File: src/pfd_pkg.sv
// Shared types and constants of the protobuf field decoder.
// Used by every module of the block; depends on nothing.
package pfd_pkg;

  localparam int unsigned FieldWidth            = 61;
  localparam int unsigned ValueWidth            = 64;
  localparam int unsigned LengthBitsDefault     = 32;
  localparam int unsigned MaxVarintBytesDefault = 10;
  localparam int unsigned QueueDepth            = 2;

  typedef enum logic [2:0] {
    KIND_NONE   = 3'd0,
    KIND_VARINT = 3'd1,
    KIND_BYTE   = 3'd2,
    KIND_EMPTY  = 3'd3,
    KIND_WIRE   = 3'd4,
    KIND_TRUNC  = 3'd5
  } kind_e;

  // Wire type codes that the decoder accepts.
  localparam logic [2:0] WireVarint = 3'd0;
  localparam logic [2:0] WireLength = 3'd2;

  // One input byte after classification by the front stage.
  typedef struct packed {
    logic [6:0] data;
    logic       cont;
    logic       last;
  } item_t;

endpackage

File: src/protobuf_field_decoder.sv
// Protobuf field decoder. Takes one message byte per cycle on a valid/ready
// channel and sustains one byte per cycle while out_ready_i is held high,
// with each byte producing at most one result item. A byte's result goes
// through the front register, the two-entry queue and the output register.
// The rate is set by the decoder's varint step, which takes a byte at a time.
// Results are varint fields, payload bytes of length-delimited fields tagged
// with their field number, empty-field markers and error codes; the item for
// the byte flagged last always carries message_end. Depends on pfd_pkg.
module protobuf_field_decoder #(
  parameter int unsigned LengthBits     = pfd_pkg::LengthBitsDefault,
  parameter int unsigned MaxVarintBytes = pfd_pkg::MaxVarintBytesDefault
) (
  input  logic                           clk_i,
  input  logic                           rst_ni,
  input  logic [7:0]                     in_byte_i,
  input  logic                           last_byte_i,
  input  logic                           in_valid_i,
  output logic                           in_ready_o,
  output logic [2:0]                     kind_o,
  output logic [pfd_pkg::FieldWidth-1:0] field_number_o,
  output logic [pfd_pkg::ValueWidth-1:0] field_value_o,
  output logic                           payload_last_o,
  output logic                           message_end_o,
  output logic                           out_valid_o,
  input  logic                           out_ready_i
);
  import pfd_pkg::*;

  item_t front_item, queue_item;
  logic  front_valid, front_ready;
  logic  queue_valid, queue_ready;

  pfd_front u_front (
    .clk_i        (clk_i),
    .rst_ni       (rst_ni),
    .in_byte_i    (in_byte_i),
    .last_byte_i  (last_byte_i),
    .in_valid_i   (in_valid_i),
    .in_ready_o   (in_ready_o),
    .item_o       (front_item),
    .item_valid_o (front_valid),
    .item_ready_i (front_ready)
  );

  pfd_queue u_queue (
    .clk_i        (clk_i),
    .rst_ni       (rst_ni),
    .push_item_i  (front_item),
    .push_valid_i (front_valid),
    .push_ready_o (front_ready),
    .pop_item_o   (queue_item),
    .pop_valid_o  (queue_valid),
    .pop_ready_i  (queue_ready)
  );

  pfd_back #(
    .LengthBits     (LengthBits),
    .MaxVarintBytes (MaxVarintBytes)
  ) u_back (
    .clk_i          (clk_i),
    .rst_ni         (rst_ni),
    .item_i         (queue_item),
    .item_valid_i   (queue_valid),
    .item_ready_o   (queue_ready),
    .out_valid_o    (out_valid_o),
    .out_ready_i    (out_ready_i),
    .kind_o         (kind_o),
    .field_number_o (field_number_o),
    .field_value_o  (field_value_o),
    .payload_last_o (payload_last_o),
    .message_end_o  (message_end_o)
  );

endmodule

File: src/pfd_front.sv
// Front stage: accepts input bytes and splits them into varint data bits,
// continuation flag and end-of-message flag. Depends on pfd_pkg.
module pfd_front (
  input  logic          clk_i,
  input  logic          rst_ni,
  input  logic [7:0]    in_byte_i,
  input  logic          last_byte_i,
  input  logic          in_valid_i,
  output logic          in_ready_o,
  output pfd_pkg::item_t item_o,
  output logic          item_valid_o,
  input  logic          item_ready_i
);
  import pfd_pkg::*;

  item_t item_q;
  logic  valid_q;

  assign in_ready_o   = !valid_q || item_ready_i;
  assign item_o       = item_q;
  assign item_valid_o = valid_q;

  always_ff @(posedge clk_i or negedge rst_ni) begin
    if (!rst_ni) begin
      valid_q <= 1'b0;
    end else if (in_valid_i && in_ready_o) begin
      valid_q <= 1'b1;
    end else if (item_ready_i) begin
      valid_q <= 1'b0;
    end
  end

  always_ff @(posedge clk_i) begin
    if (in_valid_i && in_ready_o) begin
      item_q.data <= in_byte_i[6:0];
      item_q.cont <= in_byte_i[7];
      item_q.last <= last_byte_i;
    end
  end

endmodule

File: src/pfd_queue.sv
// Short queue between the front stage and the decoder.
// Depends on pfd_pkg for the item type and the depth.
module pfd_queue (
  input  logic           clk_i,
  input  logic           rst_ni,
  input  pfd_pkg::item_t push_item_i,
  input  logic           push_valid_i,
  output logic           push_ready_o,
  output pfd_pkg::item_t pop_item_o,
  output logic           pop_valid_o,
  input  logic           pop_ready_i
);
  import pfd_pkg::*;

  localparam int unsigned PtrW = (QueueDepth > 1) ? $clog2(QueueDepth) : 1;
  localparam int unsigned CntW = $clog2(QueueDepth + 1);

  item_t            mem_q [QueueDepth];
  logic [PtrW-1:0]  wr_ptr_q, rd_ptr_q;
  logic [CntW-1:0]  count_q;
  logic             push, pop;

  assign push_ready_o = count_q != CntW'(QueueDepth);
  assign pop_valid_o  = count_q != '0;
  assign pop_item_o   = mem_q[rd_ptr_q];
  assign push         = push_valid_i && push_ready_o;
  assign pop          = pop_valid_o && pop_ready_i;

  always_ff @(posedge clk_i or negedge rst_ni) begin
    if (!rst_ni) begin
      wr_ptr_q <= '0;
      rd_ptr_q <= '0;
      count_q  <= '0;
    end else begin
      if (push) begin
        wr_ptr_q <= (wr_ptr_q == PtrW'(QueueDepth - 1)) ? '0 : wr_ptr_q + 1'b1;
      end
      if (pop) begin
        rd_ptr_q <= (rd_ptr_q == PtrW'(QueueDepth - 1)) ? '0 : rd_ptr_q + 1'b1;
      end
      if (push && !pop) begin
        count_q <= count_q + 1'b1;
      end else if (pop && !push) begin
        count_q <= count_q - 1'b1;
      end
    end
  end

  always_ff @(posedge clk_i) begin
    if (push) begin
      mem_q[wr_ptr_q] <= push_item_i;
    end
  end

endmodule

File: src/pfd_back.sv
// Decoder back end: varint assembly, field state machine and the output
// register. Depends on pfd_pkg.
module pfd_back #(
  parameter int unsigned LengthBits     = pfd_pkg::LengthBitsDefault,
  parameter int unsigned MaxVarintBytes = pfd_pkg::MaxVarintBytesDefault
) (
  input  logic                             clk_i,
  input  logic                             rst_ni,
  input  pfd_pkg::item_t                   item_i,
  input  logic                             item_valid_i,
  output logic                             item_ready_o,
  output logic                             out_valid_o,
  input  logic                             out_ready_i,
  output logic [2:0]                       kind_o,
  output logic [pfd_pkg::FieldWidth-1:0]   field_number_o,
  output logic [pfd_pkg::ValueWidth-1:0]   field_value_o,
  output logic                             payload_last_o,
  output logic                             message_end_o
);
  import pfd_pkg::*;

  localparam int unsigned CntW = $clog2(MaxVarintBytes);
  localparam logic [ValueWidth-1:0] LenMask =
      (LengthBits >= ValueWidth) ? '1 : ((64'd1 << LengthBits) - 64'd1);

  typedef enum logic [1:0] {
    PH_TAG,
    PH_VALUE,
    PH_LENGTH,
    PH_PAYLOAD
  } phase_e;

  phase_e                  phase_q, phase_d;
  logic [CntW-1:0]         cnt_q, cnt_d;
  logic [ValueWidth-1:0]   acc_q, acc_d;
  logic [FieldWidth-1:0]   field_q, field_d;
  logic [LengthBits-1:0]   rem_q, rem_d;
  logic                    halted_q, halted_d;

  logic                    out_valid_q;
  kind_e                   kind_q;
  logic [FieldWidth-1:0]   fnum_q;
  logic [ValueWidth-1:0]   value_q;
  logic                    plast_q, end_q;

  logic                    res_valid;
  kind_e                   res_kind;
  logic [FieldWidth-1:0]   res_fnum;
  logic [ValueWidth-1:0]   res_value;
  logic                    res_plast, res_end;

  logic [5:0]              shamt;
  logic [ValueWidth-1:0]   acc_new;
  logic                    overlong;
  logic                    pop;

  assign item_ready_o = !out_valid_q || out_ready_i;
  assign pop          = item_valid_i && item_ready_o;

  // Bit position of this byte's seven data bits; the last possible byte
  // lands at bit 63 and keeps only its lowest data bit.
  assign shamt    = 6'(32'(cnt_q) * 7);
  assign acc_new  = acc_q | (ValueWidth'(item_i.data) << shamt);
  assign overlong = item_i.cont && ((32'(cnt_q) + 32'd1) >= MaxVarintBytes);

  always_comb begin
    phase_d   = phase_q;
    cnt_d     = cnt_q;
    acc_d     = acc_q;
    field_d   = field_q;
    rem_d     = rem_q;
    halted_d  = halted_q;
    res_valid = 1'b0;
    res_kind  = KIND_NONE;
    res_fnum  = '0;
    res_value = '0;
    res_plast = 1'b0;
    res_end   = 1'b0;

    if (!halted_q) begin
      if (phase_q == PH_PAYLOAD) begin
        rem_d     = rem_q - 1'b1;
        res_valid = 1'b1;
        res_kind  = KIND_BYTE;
        res_fnum  = field_q;
        res_value = ValueWidth'({item_i.cont, item_i.data});
        res_plast = rem_q == LengthBits'(1);
        if (res_plast) begin
          phase_d = PH_TAG;
        end
      end else if (item_i.cont) begin
        if (overlong) begin
          res_valid = 1'b1;
          res_kind  = KIND_TRUNC;
          res_fnum  = (phase_q == PH_TAG) ? '0 : field_q;
          halted_d  = 1'b1;
        end else begin
          cnt_d = cnt_q + 1'b1;
          acc_d = acc_new;
        end
      end else begin
        cnt_d = '0;
        acc_d = '0;
        unique case (phase_q)
          PH_TAG: begin
            if (acc_new[2:0] != WireVarint && acc_new[2:0] != WireLength) begin
              res_valid = 1'b1;
              res_kind  = KIND_WIRE;
              res_fnum  = acc_new[ValueWidth-1:3];
              halted_d  = 1'b1;
            end else if (acc_new[ValueWidth-1:3] == '0) begin
              // Field number zero marks the end of the message.
              halted_d = 1'b1;
            end else begin
              field_d = acc_new[ValueWidth-1:3];
              phase_d = (acc_new[2:0] == WireVarint) ? PH_VALUE : PH_LENGTH;
            end
          end
          PH_VALUE: begin
            res_valid = 1'b1;
            res_kind  = KIND_VARINT;
            res_fnum  = field_q;
            res_value = acc_new;
            phase_d   = PH_TAG;
          end
          PH_LENGTH: begin
            if ((acc_new & ~LenMask) != '0) begin
              res_valid = 1'b1;
              res_kind  = KIND_TRUNC;
              res_fnum  = field_q;
              halted_d  = 1'b1;
            end else if (acc_new == '0) begin
              res_valid = 1'b1;
              res_kind  = KIND_EMPTY;
              res_fnum  = field_q;
              phase_d   = PH_TAG;
            end else begin
              rem_d   = acc_new[LengthBits-1:0];
              phase_d = PH_PAYLOAD;
            end
          end
          default: begin
            phase_d = PH_TAG;
          end
        endcase
      end
    end

    // The last byte always yields an item and returns all state to reset.
    if (item_i.last) begin
      if (!halted_d && (phase_d != PH_TAG || cnt_d != '0)) begin
        res_kind  = KIND_TRUNC;
        res_fnum  = (phase_d == PH_TAG) ? '0 : field_d;
        res_value = '0;
        res_plast = 1'b0;
      end else if (!res_valid) begin
        res_kind  = KIND_NONE;
        res_fnum  = '0;
        res_value = '0;
        res_plast = 1'b0;
      end
      res_valid = 1'b1;
      res_end   = 1'b1;
      phase_d   = PH_TAG;
      cnt_d     = '0;
      acc_d     = '0;
      field_d   = '0;
      rem_d     = '0;
      halted_d  = 1'b0;
    end
  end

  always_ff @(posedge clk_i or negedge rst_ni) begin
    if (!rst_ni) begin
      phase_q     <= PH_TAG;
      cnt_q       <= '0;
      acc_q       <= '0;
      field_q     <= '0;
      rem_q       <= '0;
      halted_q    <= 1'b0;
      out_valid_q <= 1'b0;
      kind_q      <= KIND_NONE;
      fnum_q      <= '0;
      value_q     <= '0;
      plast_q     <= 1'b0;
      end_q       <= 1'b0;
    end else if (pop) begin
      phase_q     <= phase_d;
      cnt_q       <= cnt_d;
      acc_q       <= acc_d;
      field_q     <= field_d;
      rem_q       <= rem_d;
      halted_q    <= halted_d;
      out_valid_q <= res_valid;
      kind_q      <= res_kind;
      fnum_q      <= res_fnum;
      value_q     <= res_value;
      plast_q     <= res_plast;
      end_q       <= res_end;
    end else if (out_ready_i) begin
      out_valid_q <= 1'b0;
    end
  end

  assign out_valid_o    = out_valid_q;
  assign kind_o         = kind_q;
  assign field_number_o = fnum_q;
  assign field_value_o  = value_q;
  assign payload_last_o = plast_q;
  assign message_end_o  = end_q;

endmodule

File: config.mk
export PLATFORM = sky130hd
export DESIGN_NAME = protobuf_field_decoder
export DESIGN_NICKNAME = d
export VERILOG_FILES = /design/src/pfd_pkg.sv /design/src/protobuf_field_decoder.sv /design/src/pfd_front.sv /design/src/pfd_queue.sv /design/src/pfd_back.sv
export SDC_FILE = /design/constraint.sdc
export NUM_CORES = 1
export LEC_CHECK = 0
export BUFFER_PORTS_ARGS = -buffer_cell sky130_fd_sc_hd__buf_2
export CORE_UTILIZATION = 48
export CTS_BUF_LIST = sky130_fd_sc_hd__clkbuf_8
export CTS_CLUSTER_SIZE = 20
export DETAILED_ROUTE_END_ITERATION = 10
export PLACE_DENSITY = 0.66
export RECOVER_POWER = 50
export SLEW_MARGIN = 20
export SYNTH_ARGS = -nofsm -noshare
export SYNTH_HDL_FRONTEND = slang
export SYNTH_HIERARCHICAL = 1
export SYNTH_SLANG_ARGS = --single-unit
File: constraint.sdc
create_clock -name clk_i -period 6.9 [get_ports clk_i]
set_input_delay 0.69 -clock clk_i [delete_from_list [all_inputs] [get_ports clk_i]]
set_output_delay 0.69 -clock clk_i [all_outputs]
set_load 0.005 [all_outputs]
==> results of run 1 <==
-- final cells by class --
class	instances	area, µm²	area share, %
Tap cell	461	577	2.95
Multi-Input combinational cell	1398	8290	42.4
Clock inverter	27	185	0.946
Inverter	26	97.6	0.499
Timing Repair Buffer	187	1070	5.45
Clock buffer	75	1030	5.27
Sequential cell	327	8320	42.5
-- where the power goes --
| group | total [mW] | switching (mW) | internal [mW] |
|---|---|---|---|
| Sequential | 2.55 | 0.293 | 2.26 |
| Clock | 1.90 | 0.850 | 1.05 |
| Combinational | 5.60 | 4.11 | 1.49 |
-- cell usage after synthesis (19+ instances only) --
cell | number | area share, %
nor3_1 | 33 | 0.95
nand2_1 | 269 | 5.8
a31oi_1 | 34 | 1.2
a21oi_1 | 177 | 5.1
buf_2 | 20 | 0.58
o221ai_1 | 65 | 3.3
nor2_1 | 168 | 3.6
inv_1 | 26 | 0.56
edfxtp_1 | 27 | 4.7
a22o_1 | 21 | 1.1
mux2i_1 | 19 | 1.1
a22oi_1 | 93 | 4.0
a2bb2oi_1 | 22 | 1.1
a21o_1 | 34 | 1.5
nor4_1 | 20 | 0.72
dfrtp_1 | 300 | 43
clkbuf_1 | 120 | 2.6
o21ai_0 | 210 | 6.1
-- critical path, cell delays in order, from the launching register on --
cell	delay (ns)
dfrtp_1	0.48
fa_1	0.52
ha_1	0.18
inv_1	0.07
fa_1	0.93
nor2_1	0.19
buf_4	0.23
a22o_1	0.30
a21oi_1	0.53
nand4_1	0.27
nor4_1	0.64
nand3_1	0.30
a31oi_1	0.33
o2111ai_1	0.22
a21bo_2	0.31
buf_4	0.42
o221ai_1	0.34
-- worst paths after layout --
kind                                                   to               from  cells past startpoint
max in group asynchronous                u_back/acc_q[59]             rst_ni                      2
worst min register to register        u_queue/mem_q[0][2]  u_front/item_o[2]                      0
worst max-delay path            u_back/field_number_o[11]    u_back/cnt_q[2]                     16
min in group asynchronous         u_back/field_value_o[7]             rst_ni                      1
worst min-delay path                    u_front/item_o[4]       in_byte_i[2]                      1
worst max register to register  u_back/field_number_o[11]    u_back/cnt_q[2]                     16
-- kinds of logic (layout without fill, tap and decap cells) --
logic type | count (synthesis) | after routing | share of synthesized area (%)
fa+ha+maj | 15 | 15 | 1.26
buf+inv | 181 | 315 | 4.33
xor+xnor | 10 | 10 | 0.549
compound gates | 756 | 756 | 28.6
mux | 38 | 38 | 2.53
simple gates | 579 | 579 | 14.6
flops | 327 | 327 | 48.0
-- stage by stage --
| stage | worst slack (ns) | power, mW | hold WS (ns) |
|---|---|---|---|
| CTS | 0.663 | 9.96 | 0.113 |
| floorplan | 1.98 | 6.05 | 0.394 |
| global placement | 0.737 | 8.01 | 0.434 |
| global route | 0.0559 | 10.6 | 0.204 |
| detailed placement | 0.635 | 8.04 | 0.445 |
| finish | 0.498 | 10.0 | 0.240 |
-- metal layers --
metal / wire (µm) / up-vias / part of all wire [%] / global-route usage [%]
met5: 0 / - / 0 / 0
met4: 2740 / 0 / 4.5 / 15.1
met3: 4660 / 124 / 7.6 / 6.12
met2: 28100 / 780 / 46 / 51.7
met1: 25600 / 8040 / 42 / 45.4
li1: - / 7244 / - / -
-- registers in the layout, summed over array words and instances, names as in the netlist --
| signal | cells |
|---|---|
| u_queue/count_q | 2 |
| u_queue/rd_ptr_q | 1 |
| u_back/halted_q | 1 |
| u_back/message_end_o | 1 |
| u_front/item_o | 9 |
| u_back/rem_q | 32 |
| u_back/payload_last_o | 1 |
| u_back/field_number_o | 61 |
| u_back/acc_q | 64 |
| u_front/item_valid_o | 1 |
| u_back/field_q | 61 |
| u_back/cnt_q | 4 |
| u_queue/mem_q | 18 |
| u_queue/wr_ptr_q | 1 |
| u_back/kind_o | 3 |
| u_back/field_value_o | 64 |
| u_back/phase_q | 2 |
| u_back/out_valid_o | 1 |
==> results.yml, run 1 <==
logic_synthesis:
  async_flop_share_pct: 91.7
  synthDistinctLibCells: 85
  ys_warn_count: 6
  synth_nets: 1934
  synth_enable_flop_cells: 27
  syn-mean-instance-area_um2: 9.08
  postSynthCellCount: 1906
  synth-seq-cells: 327
  synth_ff_type: "dfrtp_1"
  synth-seq-area-share_pct: 48.0
  syn_area_um2: 17300
clock_network:
  cts_tree: "done"
  clkTransAtPathRegs_ns: 0.06
  post_cts_buffers: 0
  root_buffer: "clkbuf_8"
  cts.sink_count: 327
  insertion_delay_ns: 0.67
  clk_path_buf_depth: 3
  cts.htree.levels: 2
  cts_buffers: 57
  cts_resized: 0
  hold_buffers: 0
routing:
  drc: 0
  wl_per_cell_um: 24.4
  ant_nets: 0
  drtIter0Drc: 1655
  vias: 16200
  viasPerCell: 6.47
  routed_wirelength_mm: 61.0
  dr.pass1.iters: 6
global_routing:
  gr-total-overflow: 0
  grt_pass1_wl_mm: 93.1
  grt_antenna_before_repair: 0
  grt_pass1_vias: 15300
  grt_use_total_pct: 33.4
  grt_max_degree: 135
final_layout:
  final_cell_count_no_fill: 2501
  final_core_util_pct: 55.0
  nNetsFinal: 2025
  antennaDiodeCount: 0
  area_growth_pct: 13.0
  layout_commonest_cell: "dfrtp_1"
  layout_common_cells: "dfrtp_1, nand2_1, o21ai_0, a21oi_1, nor2_1"
  drive_gt1_share_pct: 15.7
  design_area_um2: 19600
  fillers: 3258
floorplan:
  start_util_pct: 48.7
  die-area_um2: 36800
  row_count: 69
  dieWidth_um: 192
  core-area_um2: 35600
  num_io_pins: 145
  die_h_um: 192
placement:
  gp_congestion: 0.985
  io_buffers: 144
  place_hpwl_mm: 39.6
  placed_area_um2: 18400
  dpl.cell_count: 2399
timing:
  clock_skew_ns: 0.0561
  final-setup-viol-count: 0
  slew_violations: 100
  rsz0062_at_grt: "no"
  final.period_utilization_pct: 92.8
  maxSlewHeadroom_pct: -284
  tns_ns: 0
  tightest_slew_ns: 5.76
  fmax_mhz: 156
  hold_violations: 0
  final.min_clock_period_ns: 6.40
setup_path:
  critical_path_required_ns: 7.46
  crit_arrival_ns: 6.96
  endpoint_kind: "flop"
  setup.worst_path.start_class: "flop"
  worstPathMaxFanout: 67
  regToRegSetupSlack_ns: 0.50
  path_class: "reg -> reg"
power_and_ir_drop:
  leakage_nw: 8.57
  power.density_nw_per_um2: 513
  ir_worst_vdd_v: 0.000254
min_path:
  hold_path_class: "in -> reg"
job:
  max-cap-violations: 1
run_status:
  violations: "max-capacitance violations, max-slew violations"
  outcome: "complete, but fails checks"
Note: power is estimated with default switching activity, not from simulation.
==> run 2: changes to the inputs <==
- RECOVER_POWER: 50 -> 25
==> run 2 against run 1 <==
  * The flow still finishes with violations (max-capacitance violations, max-slew violations)
  * Clock-buffer cell count unchanged
  * Clock skew up 0.0061 ns
  * Total power about the same
  * Combinational power is essentially flat
  * Sequential share of layout area shrank 0.051 points
  * Critical path depth did not move
  * Sequential power hardly changed
  * Non-clock buffer count is the same
  * Wire length grew 0.11%
  * Critical path type unchanged
  * Critical endpoint is now u_back/field_number_o[26]
==> results.yml, run 2 (synthesis results as in run 1) <==
setup_path:
  crit_cells: 16
  rr_endpoint: "u_back/field_number_o[26]"
  crit_chain: "fa_1 > ha_1 > inv_1 > fa_1 > nor2_1 > buf_4 > a22o_1 > a21oi_1 > nand4_1 > nor4_1 > nand3_1 > a31oi_1 > o2111ai_1 > a21bo_2 > buf_4 > o221ai_1"
  slowest_stage: "fa_1"
  path_class: "reg -> reg"
  setup.worst_path.start_class: "flop"
  cp-endpoint: "u_back/field_number_o[26]"
  crit_family: "compound AO/OA/AOI/OAI gates"
  worstPathMaxFanout: 67
  r2r-start: "u_back/cnt_q[2]"
  crit_arrival_ns: 6.95
  path_buf_inv: 3
  cpPeakStageDelay_ns: 0.94
  rr_worst_depth: 16
  critPathLaunch: "u_back/cnt_q[2]"
  endpoint_kind: "flop"
  regToRegSetupSlack_ns: 0.50
  critical_path_required_ns: 7.45
timing:
  slew_violations: 100
  tightest_slew_ns: 5.76
  final.min_clock_period_ns: 6.40
  hold_ws_ns: 0.243
  rsz0062_at_grt: "no"
  maxSlewHeadroom_pct: -284
  final.period_utilization_pct: 92.8
  setup_ws_ns: 0.499
  clock_skew_ns: 0.0622
  fmax_mhz: 156
  hold_violations: 0
  final-setup-viol-count: 0
  tns_ns: 0
routing:
  viasPerCell: 6.49
  drtIter0Drc: 1586
  routed_wirelength_mm: 61.1
  wl_per_cell_um: 24.4
  vias: 16200
  drc: 0
  dr.pass1.iters: 6
  ant_nets: 0
clock_network:
  clk_path_buf_depth: 3
  insertion_delay_ns: 0.67
  cts.htree.levels: 2
  cts_tree: "done"
  cts_resized: 0
  root_buffer: "clkbuf_8"
  cts.sink_count: 327
  clkTransAtPathRegs_ns: 0.06
  cts_buffers: 57
  post_cts_buffers: 0
  hold_buffers: 0
floorplan:
  die-area_um2: 36800
  core-area_um2: 35600
  num_io_pins: 145
  die_h_um: 192
  row_count: 69
  start_util_pct: 48.7
  dieWidth_um: 192
min_path:
  hold_path_class: "in -> reg"
  hold_depth: 1
placement:
  place_ws_ns: 0.635
  gp_congestion: 0.985
  io_buffers: 144
  place_hpwl_mm: 39.6
global_routing:
  grt_antenna_before_repair: 0
  grt_pass1_vias: 15300
  grt_max_degree: 135
  grt_pass1_wl_mm: 93.1
  grt_use_total_pct: 33.4
  gr-total-overflow: 0
final_layout:
  layout_commonest_cell: "dfrtp_1"
  seq_area_um2: 8320
  antennaDiodeCount: 0
  area_growth_pct: 13.2
  layout_common_cells: "dfrtp_1, nand2_1, o21ai_0, a21oi_1, nor2_1"
  multiInputGateArea_um2: 8290
  nNetsFinal: 2025
  fillers: 3249
  drive_gt1_share_pct: 16.7
power_and_ir_drop:
  power.density_nw_per_um2: 513
  leakage_nw: 8.65
  ir_worst_vdd_v: 0.000253
run_status:
  violations: "max-capacitance violations, max-slew violations"
  outcome: "complete, but fails checks"
job:
  max-cap-violations: 1
==> run 2: cell types whose count changed in the layout (fill, tap and decap cells not counted), sizes merged <==
cell and change:
buf +19, clkbuf -19
==> run 2: worst min-delay path by stage <==
| stage | startpoint | end |
|---|---|---|
| 2_1_floorplan | rst_ni | u_back/acc_q[0] |
| 3_3_place_gp | u_front/item_o[0] | u_queue/mem_q[0][0] |
| 3_5_place_dp | u_front/item_o[2] | u_queue/mem_q[0][2] |
| 4_1_cts | rst_ni | u_back/field_value_o[59] |
| 5_1_grt | in_byte_i[7] | u_front/item_o[1] |
| 6_report | in_byte_i[2] | u_front/item_o[4] |
==> run 2: per-layer routing <==
layer	vias to the layer above	part of all wire, %	GRT usage [%]
met2	790	46	51.7
met4	0	4.6	15.1
met3	125	7.6	6.12
met1	8072	42	45.4
li1	7236	-	-
met5	-	0	0
==> run 2: power by group <==
group	switching, mW	leakage (nW)	total [mW]	internal [mW]
clock network	0.847	0.677	1.89	1.05
registers	0.293	4.41	2.55	2.26
logic	4.11	3.56	5.60	1.50
==> run 2: final cells by class <==
class	count	share of cell area [%]
clock buffers	75	5.27
inverters	26	0.498
repair buffers	187	5.57
flip-flops and latches	327	42.4
multi-input cells	1398	42.3
clock inverters	27	0.945
well taps	461	2.94
==> run 2: stage by stage <==
| step | utilization, % | instances | power [mW] | cell area (µm²) |
|---|---|---|---|---|
| final | 55.1 | 2501 | 10.0 | 19600 |
| after global placement | 51.7 | 2399 | 8.01 | 18400 |
| after global routing | 55.1 | 2501 | 10.6 | 19600 |
| after CTS | 55.2 | 2501 | 9.96 | 19600 |
| after floorplan | - | 1906 | 6.05 | 17300 |
| after detailed placement | 51.7 | 2399 | 8.04 | 18400 |
